### config.mk
export PLATFORM = sky130hd
export DESIGN_NAME = render_interval_pacing_controller
export DESIGN_NICKNAME = d
export VERILOG_FILES = /design/src/design/ripc_pkg.sv /design/src/design/render_interval_pacing_controller.sv
export VERILOG_INCLUDE_DIRS = /design/src /design/src/design
export SDC_FILE = /design/constraint.sdc
export NUM_CORES = 2
export LEC_CHECK = 0
export BUFFER_PORTS_ARGS = -buffer_cell sky130_fd_sc_hd__buf_2
export CAP_MARGIN = 20
export CELL_PAD_IN_SITES_DETAIL_PLACEMENT = 0
export CELL_PAD_IN_SITES_GLOBAL_PLACEMENT = 1
export CORE_UTILIZATION = 45
export DETAILED_ROUTE_END_ITERATION = 10
export PLACE_DENSITY = 0.74
export SLEW_MARGIN = 20
export SYNTH_ARGS = -nofsm -noshare
export SYNTH_HDL_FRONTEND = slang
export SYNTH_SLANG_ARGS = --single-unit
### constraint.sdc
create_clock -name clock -period 21.3 [get_ports clock]
set_input_delay 1.065 -clock clock [delete_from_list [all_inputs] [get_ports clock]]
set_output_delay 1.065 -clock clock [all_outputs]
set_load 0.02 [all_outputs]
### src/design/render_interval_pacing_controller_macros.svh
// ----------------------------------------------------------------------------
// render_interval_pacing_controller_macros
// Assertion helpers of the pacing controller.
// ----------------------------------------------------------------------------
`ifndef RENDER_INTERVAL_PACING_CONTROLLER_MACROS_SVH
`define RENDER_INTERVAL_PACING_CONTROLLER_MACROS_SVH

// Implication checked at every rising edge outside reset.
`define RIPC_ASSERT_IMP(label, pre, post) \
   label: assert property (@(posedge clock) disable iff (reset) (pre) |-> (post)) \
      else $error("ripc check failed");

// Next-cycle implication checked outside reset.
`define RIPC_ASSERT_NXT(label, pre, post) \
   label: assert property (@(posedge clock) disable iff (reset) (pre) |=> (post)) \
      else $error("ripc check failed");

`endif

### src/design/ripc_pkg.sv
// ----------------------------------------------------------------------------
// ripc_pkg
// Shared widths, register indexes and percentage constants of the pacing controller.
// ----------------------------------------------------------------------------
package ripc_pkg;
   localparam int SrcWidth  = 12;
   localparam int SpanWidth = 16;
   localparam int PctWidth  = 7;
   localparam int IvlWidth  = 13;
   localparam int CsrIdxWidth = 2;

   localparam logic [CsrIdxWidth-1:0] CSR_BASE   = 2'd0;
   localparam logic [CsrIdxWidth-1:0] CSR_MAX    = 2'd1;
   localparam logic [CsrIdxWidth-1:0] CSR_SMOOTH = 2'd2;
   localparam logic [CsrIdxWidth-1:0] CSR_SPARE  = 2'd3;

   localparam logic [7:0] PctHundred = 8'd100;
   localparam logic [7:0] PctKeep    = 8'd108;

   typedef logic [SrcWidth-1:0]  src_type;
   typedef logic [SpanWidth-1:0] span_type;
   typedef logic [PctWidth-1:0]  pct_type;
   typedef logic [IvlWidth-1:0]  ivl_type;
endpackage

### src/design/render_interval_pacing_controller.sv
// ----------------------------------------------------------------------------
// render_interval_pacing_controller
// Per-frame render interval from latency error, backlog tiers and smoothing.
// ----------------------------------------------------------------------------
// One transaction at a time: a new one is taken only after the last result leaves.
// A restoring divider forms the error ratio one quotient bit per cycle, a
// multiply step scales it by the base percentage and clamps it, a product step
// forms the interval products, four bit-serial divisions by 100 run side by side
// (stall floor, both bounds and the desired interval), a blend step clamps the
// desired interval and forms the blend, a second division by 100 divides the
// blend and a final step clamps and stores it. A stalled result holds the
// block; the next transaction is taken once the result has left.
`include "render_interval_pacing_controller_macros.svh"
module render_interval_pacing_controller (
   input  logic                 clock,
   input  logic                 reset,
   input  logic                 req_valid,
   output logic                 req_stall,
   input  ripc_pkg::src_type    req_source_interval,
   input  ripc_pkg::span_type   req_buffered_span,
   input  ripc_pkg::span_type   req_target_latency,
   input  logic                 req_stall_active,
   output logic                 rsp_valid,
   input  logic                 rsp_stall,
   output ripc_pkg::ivl_type    rsp_desired_interval,
   output ripc_pkg::ivl_type    rsp_render_interval,
   input  logic                 csr_write,
   input  logic [ripc_pkg::CsrIdxWidth-1:0] csr_index,
   input  ripc_pkg::pct_type    csr_data
);
   import ripc_pkg::*;

   localparam logic [3:0] ST_IDLE  = 4'd0;
   localparam logic [3:0] ST_DIV   = 4'd1;
   localparam logic [3:0] ST_MUL   = 4'd2;
   localparam logic [3:0] ST_PROD  = 4'd3;
   localparam logic [3:0] ST_DIVA  = 4'd4;
   localparam logic [3:0] ST_BLEND = 4'd5;
   localparam logic [3:0] ST_DIVB  = 4'd6;
   localparam logic [3:0] ST_FIN   = 4'd7;
   localparam logic [3:0] ST_DONE  = 4'd8;

   logic [3:0] state_ff, state_in;
   logic [4:0] cnt_ff, cnt_in;
   pct_type base_ff, max_ff, smooth_ff;
   src_type src_ff;
   span_type span_ff, tgt_ff;
   logic stall_ff, neg_ff, sat_ff;
   logic [17:0] quo_ff, quo_in;
   logic [15:0] rem_ff, rem_in;
   logic [16:0] err_trial;
   logic signed [28:0] adj_ff;
   logic [19:0] keep_w_ff, lo_w_ff, hi_w_ff, acc_w_ff;
   ivl_type prev_ff, des_ff, ren_ff;
   logic rsp_valid_ff;

   src_type src_req;
   logic [15:0] diff_req;
   logic sat_req;

   // Configuration values as the datapath sees them.
   logic [6:0] base_eff, max_eff, sm_eff;
   always_comb begin
      base_eff = (base_ff > 7'd100) ? 7'd100 : base_ff;
      sm_eff   = (smooth_ff > 7'd100) ? 7'd100 : smooth_ff;
      max_eff  = (max_ff > 7'd100) ? 7'd100 : max_ff;
      if (max_eff < base_eff) max_eff = base_eff;
   end

   always_ff @(posedge clock) begin
      if (reset) begin
         base_ff <= 7'd8; max_ff <= 7'd40; smooth_ff <= 7'd25;
      end else if (csr_write) begin
         unique case (csr_index)
            CSR_BASE:   base_ff <= csr_data;
            CSR_MAX:    max_ff <= csr_data;
            CSR_SMOOTH: smooth_ff <= csr_data;
            default:    ;
         endcase
      end
   end

   // One restoring step of a division by 100. The top seven bits hold the
   // remainder, the quotient bits enter at the bottom.
   function automatic logic [19:0] div100_step(logic [19:0] w);
      logic [7:0] trial;
      logic [19:0] result;
      trial = w[19:12];
      if (trial >= PctHundred) result = {7'(trial - PctHundred), w[11:0], 1'b1};
      else result = {trial[6:0], w[11:0], 1'b0};
      return result;
   endfunction

   assign src_req = (req_source_interval == '0) ? 12'd1 : req_source_interval;
   assign diff_req = (req_buffered_span >= req_target_latency)
                   ? req_buffered_span - req_target_latency
                   : req_target_latency - req_buffered_span;
   // A positive error of four or more saturates, so the quotient fits 18 bits.
   assign sat_req = (req_buffered_span >= req_target_latency)
                 && ({2'b0, diff_req} >= {req_target_latency, 2'b00});

   // Restoring division of |span - target| << 16 by target, one bit a cycle.
   always_comb begin
      err_trial = {rem_ff, quo_ff[17]};
      if (err_trial >= {1'b0, tgt_ff}) begin
         rem_in = 16'(err_trial - {1'b0, tgt_ff});
         quo_in = {quo_ff[16:0], 1'b1};
      end else begin
         rem_in = err_trial[15:0];
         quo_in = {quo_ff[16:0], 1'b0};
      end
   end

   // Error ratio, backlog cap and the scaled, clamped adjustment.
   logic signed [20:0] err_c;
   logic signed [28:0] adj_prod, adj_lo, adj_hi, adj_c;
   logic [6:0] cap_c;
   logic [19:0] s3, t3;
   logic [20:0] t5;
   logic [17:0] t2;
   always_comb begin
      if (tgt_ff == '0) err_c = '0;
      else if (neg_ff) err_c = (quo_ff > 18'd32768) ? -21'sd32768 : -$signed({3'b0, quo_ff});
      else if (sat_ff) err_c = 21'sd262144;
      else err_c = $signed({3'b0, quo_ff});
      s3 = 20'({span_ff, 1'b0});
      t3 = 20'(tgt_ff) * 20'd3;
      t2 = {1'b0, tgt_ff, 1'b0};
      t5 = 21'(tgt_ff) * 21'd5;
      cap_c = base_eff;
      if (tgt_ff != '0) begin
         if (s3 >= t3) cap_c = 7'd20;
         if ({2'b0, span_ff} >= t2) cap_c = 7'd28;
         if (20'(span_ff) >= t3) cap_c = 7'd35;
         if (21'(span_ff) >= t5) cap_c = 7'd40;
      end
      if (cap_c > max_eff) cap_c = max_eff;
      adj_prod = 29'(err_c) * $signed({22'b0, base_eff});
      adj_lo = -$signed({6'b0, base_eff, 16'b0});
      adj_hi = $signed({6'b0, cap_c, 16'b0});
      adj_c = adj_prod;
      if (adj_prod < adj_lo) adj_c = adj_lo;
      else if (adj_prod > adj_hi) adj_c = adj_hi;
   end

   // Numerators of the divisions by 100; each stays below 100 << 13.
   logic signed [28:0] f_s;
   logic [23:0] f_u;
   logic [35:0] prod_c;
   logic [19:0] des_n, keep_n, lo_n, hi_n, blend_n;
   logic [12:0] keep_c, lo_c, hi_c, d_c, r_c;
   logic floor_c;
   always_comb begin
      // 6553600 is one hundred percent in Q16.
      f_s = 29'sd6553600 - adj_ff;
      f_u = f_s[23:0];
      prod_c = 36'(src_ff) * 36'(f_u);
      des_n = 20'((prod_c + 36'd3276800) >> 16);
      keep_n = 20'(src_ff) * 20'(PctKeep) + 20'd99;
      lo_n = 20'(src_ff) * 20'(PctHundred - {1'b0, max_eff}) + 20'd99;
      hi_n = 20'(src_ff) * 20'(PctHundred + {1'b0, base_eff}) + 20'd99;

      keep_c = keep_w_ff[12:0];
      lo_c = lo_w_ff[12:0];
      hi_c = hi_w_ff[12:0];
      if (hi_c < lo_c) hi_c = lo_c;
      floor_c = stall_ff && (tgt_ff != '0)
             && (19'(span_ff) <= ((19'(tgt_ff) * 19'd5) >> 2));
      d_c = acc_w_ff[12:0];
      if (floor_c && d_c < keep_c) d_c = keep_c;
      if (d_c < lo_c) d_c = lo_c;
      if (d_c > hi_c) d_c = hi_c;
      blend_n = 20'(prev_ff) * 20'(PctHundred - {1'b0, sm_eff})
              + 20'(d_c) * 20'(sm_eff) + 20'd50;
      r_c = acc_w_ff[12:0];
      if (r_c < lo_c) r_c = lo_c;
      if (r_c > hi_c) r_c = hi_c;
   end

   always_comb begin
      state_in = state_ff;
      cnt_in = cnt_ff;
      unique case (state_ff)
         ST_IDLE: if (req_valid) begin state_in = ST_DIV; cnt_in = '0; end
         ST_DIV: begin
            cnt_in = cnt_ff + 5'd1;
            if (cnt_ff == 5'd17) state_in = ST_MUL;
         end
         ST_MUL: state_in = ST_PROD;
         ST_PROD: begin state_in = ST_DIVA; cnt_in = '0; end
         ST_DIVA: begin
            cnt_in = cnt_ff + 5'd1;
            if (cnt_ff == 5'd12) state_in = ST_BLEND;
         end
         ST_BLEND: begin state_in = ST_DIVB; cnt_in = '0; end
         ST_DIVB: begin
            cnt_in = cnt_ff + 5'd1;
            if (cnt_ff == 5'd12) state_in = ST_FIN;
         end
         ST_FIN: state_in = ST_DONE;
         ST_DONE: if (!rsp_stall) state_in = ST_IDLE;
         default: state_in = ST_IDLE;
      endcase
   end

   always_ff @(posedge clock) begin
      if (reset) begin
         state_ff <= ST_IDLE; cnt_ff <= '0; rsp_valid_ff <= 1'b0; prev_ff <= '0;
      end else begin
         state_ff <= state_in;
         cnt_ff <= cnt_in;
         rsp_valid_ff <= (state_in == ST_DONE);
         unique case (state_ff)
            ST_IDLE: if (req_valid) begin
               src_ff <= src_req;
               span_ff <= req_buffered_span; tgt_ff <= req_target_latency;
               stall_ff <= req_stall_active;
               neg_ff <= req_buffered_span < req_target_latency;
               sat_ff <= sat_req;
               rem_ff <= {2'b0, diff_req[15:2]};
               quo_ff <= {diff_req[1:0], 16'b0};
               if (prev_ff == '0) prev_ff <= {1'b0, src_req};
            end
            ST_DIV: begin rem_ff <= rem_in; quo_ff <= quo_in; end
            ST_MUL: adj_ff <= adj_c;
            ST_PROD: begin
               keep_w_ff <= keep_n; lo_w_ff <= lo_n; hi_w_ff <= hi_n; acc_w_ff <= des_n;
            end
            ST_DIVA: begin
               keep_w_ff <= div100_step(keep_w_ff);
               lo_w_ff <= div100_step(lo_w_ff);
               hi_w_ff <= div100_step(hi_w_ff);
               acc_w_ff <= div100_step(acc_w_ff);
            end
            ST_BLEND: begin des_ff <= d_c; acc_w_ff <= blend_n; end
            ST_DIVB: acc_w_ff <= div100_step(acc_w_ff);
            ST_FIN: begin ren_ff <= r_c; prev_ff <= r_c; end
            default: ;
         endcase
      end
   end

   assign req_stall = (state_ff != ST_IDLE);
   assign rsp_valid = rsp_valid_ff;
   assign rsp_desired_interval = des_ff;
   assign rsp_render_interval = ren_ff;

   `RIPC_ASSERT_IMP(a_valid_done, rsp_valid, state_ff == ST_DONE)
   `RIPC_ASSERT_IMP(a_busy_stall, state_ff != ST_IDLE, req_stall)
   `RIPC_ASSERT_NXT(a_fin_done, state_ff == ST_FIN, rsp_valid)
endmodule

After elaboration in Yosys (flattened, before gate mapping):

Cells that the tools add are included.

* flip-flop bits (word level): 255
* bits in latches: 0
* memory bits (writable): 0
* ROM bits: 0
* bits of input ports: 59
* word-level logic and storage cells: 175
* memories: 0

* add/subtract/negate cells: 20
* multipliers: 10
* div/mod/pow operators: 0
* magnitude comparators: 27
* equality and inequality tests: 15
* shift operators: 0
* mux-type cells: 49
* bitwise operators: 1
* reductions and logical operators: 31

Operators with widths (count)
* 20-bit one-hot mux with 2 select lines: 3
* 13-bit two-way mux: 8
* 20-bit two-way mux: 4
* 7-bit two-way mux: 10
* 21-bit two-way mux: 3
* 20-bit one-hot mux with 3 select lines: 1
* 13-bit < comparator: 4
* 16-bit two-way mux: 3
* 24-bit two-way mux: 2
* 16-bit subtractor: 3
* 20-bit by 7-bit adder with 20-bit output (second input constant): 2
* 16-bit by 3-bit multiplier with 19-bit output (second input constant): 2
* 36-bit by 22-bit adder with 36-bit output (second input constant): 1
* 16-bit by 18-bit >= comparator with 1-bit output: 2
* 12-bit by 24-bit multiplier with 36-bit output: 1
* 18-bit one-hot mux with 2 select lines: 1
* 4-bit one-hot mux with 9 select lines: 1
* 8-bit by 7-bit >= comparator with 1-bit output (second input constant): 4
* 16-bit one-hot mux with 2 select lines: 1
* 29-bit by 24-bit greater-than comparator with 1-bit output: 1
* 29-bit < comparator: 1
* 21-bit by 8-bit multiplier with 29-bit output: 1
* 23-bit negator with 29-bit output: 1
* 7-bit subtractor (second input constant): 4
* 58 further kinds: 89

Logic depth before layout (Yosys ltp):

* depth after elaboration: 13
* depth in mapped cells: 70
* depth with buffers taken out: 68

Worst setup path before layout:

Ideal clock, no wire load.

* path type: register -> register
* start point: register tgt_ff[1]
* end point: register acc_w_ff[19], data pin
* arrival: 15067 ps
* data required time: 21026 ps
* path slack: 5959 ps
* stages on the path, launching flop included: 70
* clock period less this slack: 15341 ps
* cell sequence: edfxtp_1 ha_1 ha_1 inv_1 fa_1 nor2b_1 o2111ai_1 a31o_2 a2111oi_0 a221o_1 o21ai_0 nand2b_1 xnor2_1 ha_1 nand4_1 or4_1 nor3_1 o21a_1 [34 not listed] inv_1 fa_1 inv_1 fa_1 inv_1 fa_1 ha_1 nor2b_1 o21ai_0 a21boi_0 o211ai_1 a21oi_1 o31ai_1 o21ai_0 a21o_1 a21oi_1 xnor2_1 o221ai_1

* cells in the longest elaborated chain, start to end: 13
* elaborated cells between the ends (all ways): 15
* those cells by class: add/sub (2); mul (2); order compare (3); mux (4); reduce/logical (4)

Ends and longest elaborated chain
* start, declared: RTL line render_interval_pacing_controller.sv:47 `span_type span_ff, tgt_ff;`
* start signal, assigned: RTL line render_interval_pacing_controller.sv:216 `span_ff <= req_buffered_span; tgt_ff <= req_target_latency;`
* 16-bit by 3-bit multiplier with 19-bit output or 16-bit nonzero test (tied branches): RTL line render_interval_pacing_controller.sv:168, render_interval_pacing_controller.sv:167
* 16-bit by 17-bit <= comparator with 1-bit output or 1-bit logical AND (tied branches): RTL line render_interval_pacing_controller.sv:168, render_interval_pacing_controller.sv:167
* 1-bit logical AND *: RTL line render_interval_pacing_controller.sv:168 `&& (19'(span_ff) <= ((19'(tgt_ff) * 19'd5) >> 2));`
* 1-bit logical AND *: RTL line render_interval_pacing_controller.sv:170 `if (floor_c && d_c < keep_c) d_c = keep_c;`
* 13-bit two-way mux *: RTL line render_interval_pacing_controller.sv:170
* 13-bit < comparator: RTL line render_interval_pacing_controller.sv:171 `if (d_c < lo_c) d_c = lo_c;`
* 13-bit two-way mux *: RTL line render_interval_pacing_controller.sv:171
* 13-bit greater-than comparator: RTL line render_interval_pacing_controller.sv:172 `if (d_c > hi_c) d_c = hi_c;`
* 13-bit two-way mux *: RTL line render_interval_pacing_controller.sv:172
* via d_c[0]: RTL line render_interval_pacing_controller.sv:151 `logic [12:0] keep_c, lo_c, hi_c, d_c, r_c;`
* 13-bit by 7-bit multiplier with 20-bit output *: RTL line render_interval_pacing_controller.sv:174 `+ 20'(d_c) * 20'(sm_eff) + 20'd50;`
* 20-bit adder *: RTL line render_interval_pacing_controller.sv:174
* 20-bit by 6-bit adder with 20-bit output *: RTL line render_interval_pacing_controller.sv:174
* 20-bit one-hot mux with 3 select lines *: RTL line render_interval_pacing_controller.sv:213 `unique case (state_ff)`
* end signal, assigned: RTL line render_interval_pacing_controller.sv:227 `keep_w_ff <= keep_n; lo_w_ff <= lo_n; hi_w_ff <= hi_n; acc_w_ff <= des_n;`
* end signal, assigned: RTL line render_interval_pacing_controller.sv:233 `acc_w_ff <= div100_step(acc_w_ff);`
* end signal, assigned: RTL line render_interval_pacing_controller.sv:236 `ST_DIVB: acc_w_ff <= div100_step(acc_w_ff);`
* end, declared: RTL line render_interval_pacing_controller.sv:53 `logic [19:0] keep_w_ff, lo_w_ff, hi_w_ff, acc_w_ff;`

The timed path passes the listed nets; every way through them passes the cells marked *.
A chain may end at the register's enable or synchronous reset.

Final worst setup path:

Same ends and word-level chain as after synthesis.

==> reports/results.txt <==
Status: finished clean
Clk pin slew, worst setup/hold paths: 60 ps
Core ar.: 111000 sq um
Skew final: 48.2 ps
Root buf cell: clkbuf_16
Vias: 39700
Slowest cell delay on critical path: 580 ps
Synthesis Warnings: 0
Post-Layout Inst Area: 53600 sq um
First DRT Iteration DRCs: 2526
Count leader, synth: inv_1
Row cnt: 122
Mean Syn Cell Area: 8.76 sq um
Critical Path Fanout Max: 22
Layout Cells excl Fill: 7251
Initial Utilization: 45.4%
Routed WL per cell: 20.2 um
Final min period: 16730 ps
Crit path kind: flop to flop
CTS buffer count: 35
Total track usage: 26.5%
CP top delay family: compound AO/OA/AOI/OAI gates
Placer congestion estimate: 0.950
CP Capture Type: flop
LEAKAGE: 25.9 nW
Worst Path Required: 21610 ps
Worst reg2reg startpoint: tgt_ff[1]
Largest net degree at the start of global routing: 70
Cells after DPL: 7185
Top cell type's share of synthesized area: 25.3%
Fin crit share: 78.5%
Hold buffers post-CTS: 0
RSZ-0062 raised after global routing: no
Cell Area, Placed: 52400 sq um
Final setup vio count: 0
First-pass GRT wire length: 231000 um
Worst Path Buf+Inv: 8
Total gr overflow: 0
Maximum root-to-sink buffer count: 3
DRT Pass-1 Iters: 7
Fraction of registers with async set/reset: 0%
Register area share after synthesis: 14.4%
Total clock sinks: 255
Pwr Density: 94.2 nW/um^2
Top Ports: 87
Post-synthesis instance total: 5720
Hold Startpoint: max_ff[3]
Synthesized flop and latch total: 255
Setup TNS Final: 0 ps
CTS H-tree lvls: 2
Number of hold violations in the final report: 0
Main area contributors after synthesis: fa_1, ha_1, edfxtp_1
Postcts setup bufs: 0
Worst Tran Pin Value: 1180 ps
Most instantiated cells after synthesis: inv_1, ha_1, fa_1, nand2_1, nor2_1
Max-cap violations: 0
Peak supply drop: 0.186 mV
Routed vias/inst: 5.47
Final #Nets: 7089
Post-cts resize count: 0
Cell Area, Synth: 50100 sq um
Critical Path Source: tgt_ff[1]
Drt total wl: 147000 um
Area grow syn2layout: 6.99%
CP Data Arrival Time: 17040 ps
IO Port Bufs: 86
DRC: 0
Power Total: 5.05 mW
Slew headroom: 20.8%
ANT nets after route: 0
Die X: 336 um
CP max-delay cell: or4_1
Final slew viol count: 0
EDFF count, synth: 211
Die height: 336 um
Yosys cell types: 97
Area leader, netlist: fa_1
Share of cells above drive strength 1: 6.02%
Startpoint Class: flop
Hold crit path type: flop to flop
Clk_lat worst skew: 610 ps
DIE AREA: 113000 sq um
DP HPWL: 118000 um
Fmax: 59.8 MHz
Top_reg_cell synth: edfxtp_1
Vias in the first global route: 40500
CTS tree: yes
Initial antenna violation count: 2
[per-layer routing]
layer / part of all wire (%) / track usage, %
met3: 5.3 / 3.14
met2: 46 / 44.1
met4: 2.5 / 6.58
met1: 46 / 36.6
met5: 0 / 0
[cell usage in the layout, fill, tap and decap left out, types with 13 or more instances in the layout]
cell type    n
dfxtp_1     44
buf_2       86
a22oi_1     13
conb_1      26
a31o_2      14
nand3_1     83
buf_4       88
xnor2_1    135
a21oi_1    215
or3_1       29
a31oi_1     31
mux2_2      22
and4_1      18
a21boi_0    17
ha_1       662
or2_2       14
a211oi_1    39
clkbuf_16   35
and2_1     226
o211ai_1    18
o21bai_1    27
o21a_1      40
nand4_1     29
xor2_1      78
inv_1      993
nor2_1     391
nor2b_1     59
fa_1       634
a21o_1      83
o31ai_1     19
nand2_1    619
a211o_1     18
nor3_1      93
nor4_1      25
mux2i_1     81
o21ai_0    199
and3_1      52
nand2b_1    57
edfxtp_1   211
[per-stage QoR]
stage                     hold WS (ps)  utilization, %  setup slack, ps
after floorplan                    445               -             5960
after global placement             490            47.4             4850
after detailed placement           495            47.4             4710
after CTS                          512            48.5             4610
after global routing               542            48.5             3420
final                              514            48.5             4570
[flip-flops by register name, indices dropped and copies added, names as in the netlist, 12 cells and up]
| register | cells |
|---|---|
| adj_ff | 24 |
| acc_w_ff | 20 |
| hi_w_ff | 20 |
| keep_w_ff | 20 |
| lo_w_ff | 20 |
| quo_ff | 18 |
| rem_ff | 16 |
| span_ff | 16 |
| tgt_ff | 16 |
| prev_ff | 13 |
| rsp_desired_interval | 13 |
| rsp_render_interval | 13 |
| src_ff | 12 |
[layout make-up]
cell class / instances / area [sq um]
Inverter: 1004 / 3770
Timing Repair Buffer: 174 / 1090
Sequential cell: 255 / 7220
Clock buffer: 48 / 985
Tap cell: 1488 / 1860
Clock inverter: 16 / 255
Antenna cell: 2 / 5.00
Multi-Input combinational cell: 4264 / 38400
Fill cell: 10700 / 56900
[worst paths after layout]
| kind | slack (ps) | cells after the start | to |
|---|---|---|---|
| setup / recovery | 4570 | 69 | acc_w_ff[19] |
| hold / removal | 510 | 1 | max_ff[3] |
| setup reg to reg | 4570 | 69 | acc_w_ff[19] |
| hold reg to reg | 510 | 1 | max_ff[3] |
[where the power goes]
part	total [mW]	internal [mW]	switching [mW]
clock network	0.645	0.378	0.266
registers	0.692	0.654	0.0376
logic	3.72	1.55	2.17
total	5.05	2.58	2.47
[cells by family after synthesis]
family | synth area share (%)
simple gates | 16.5
fa+ha+maj | 41.9
buf+inv | 9.26
compound gates | 12.1
flops | 14.4
xor+xnor | 3.81
mux | 2.11
other cells | 0.0150
[worst register-to-register path: cells and delay by family, from the launching register on]
family / cells / cell delay, ps
buf+inv: 8 / 950
flops: 1 / 550
simple gates: 13 / 2830
xor+xnor: 2 / 210
compound gates: 33 / 6820
fa+ha+maj: 13 / 5110
No activity file was read; power rests on OpenSTA's default activity.
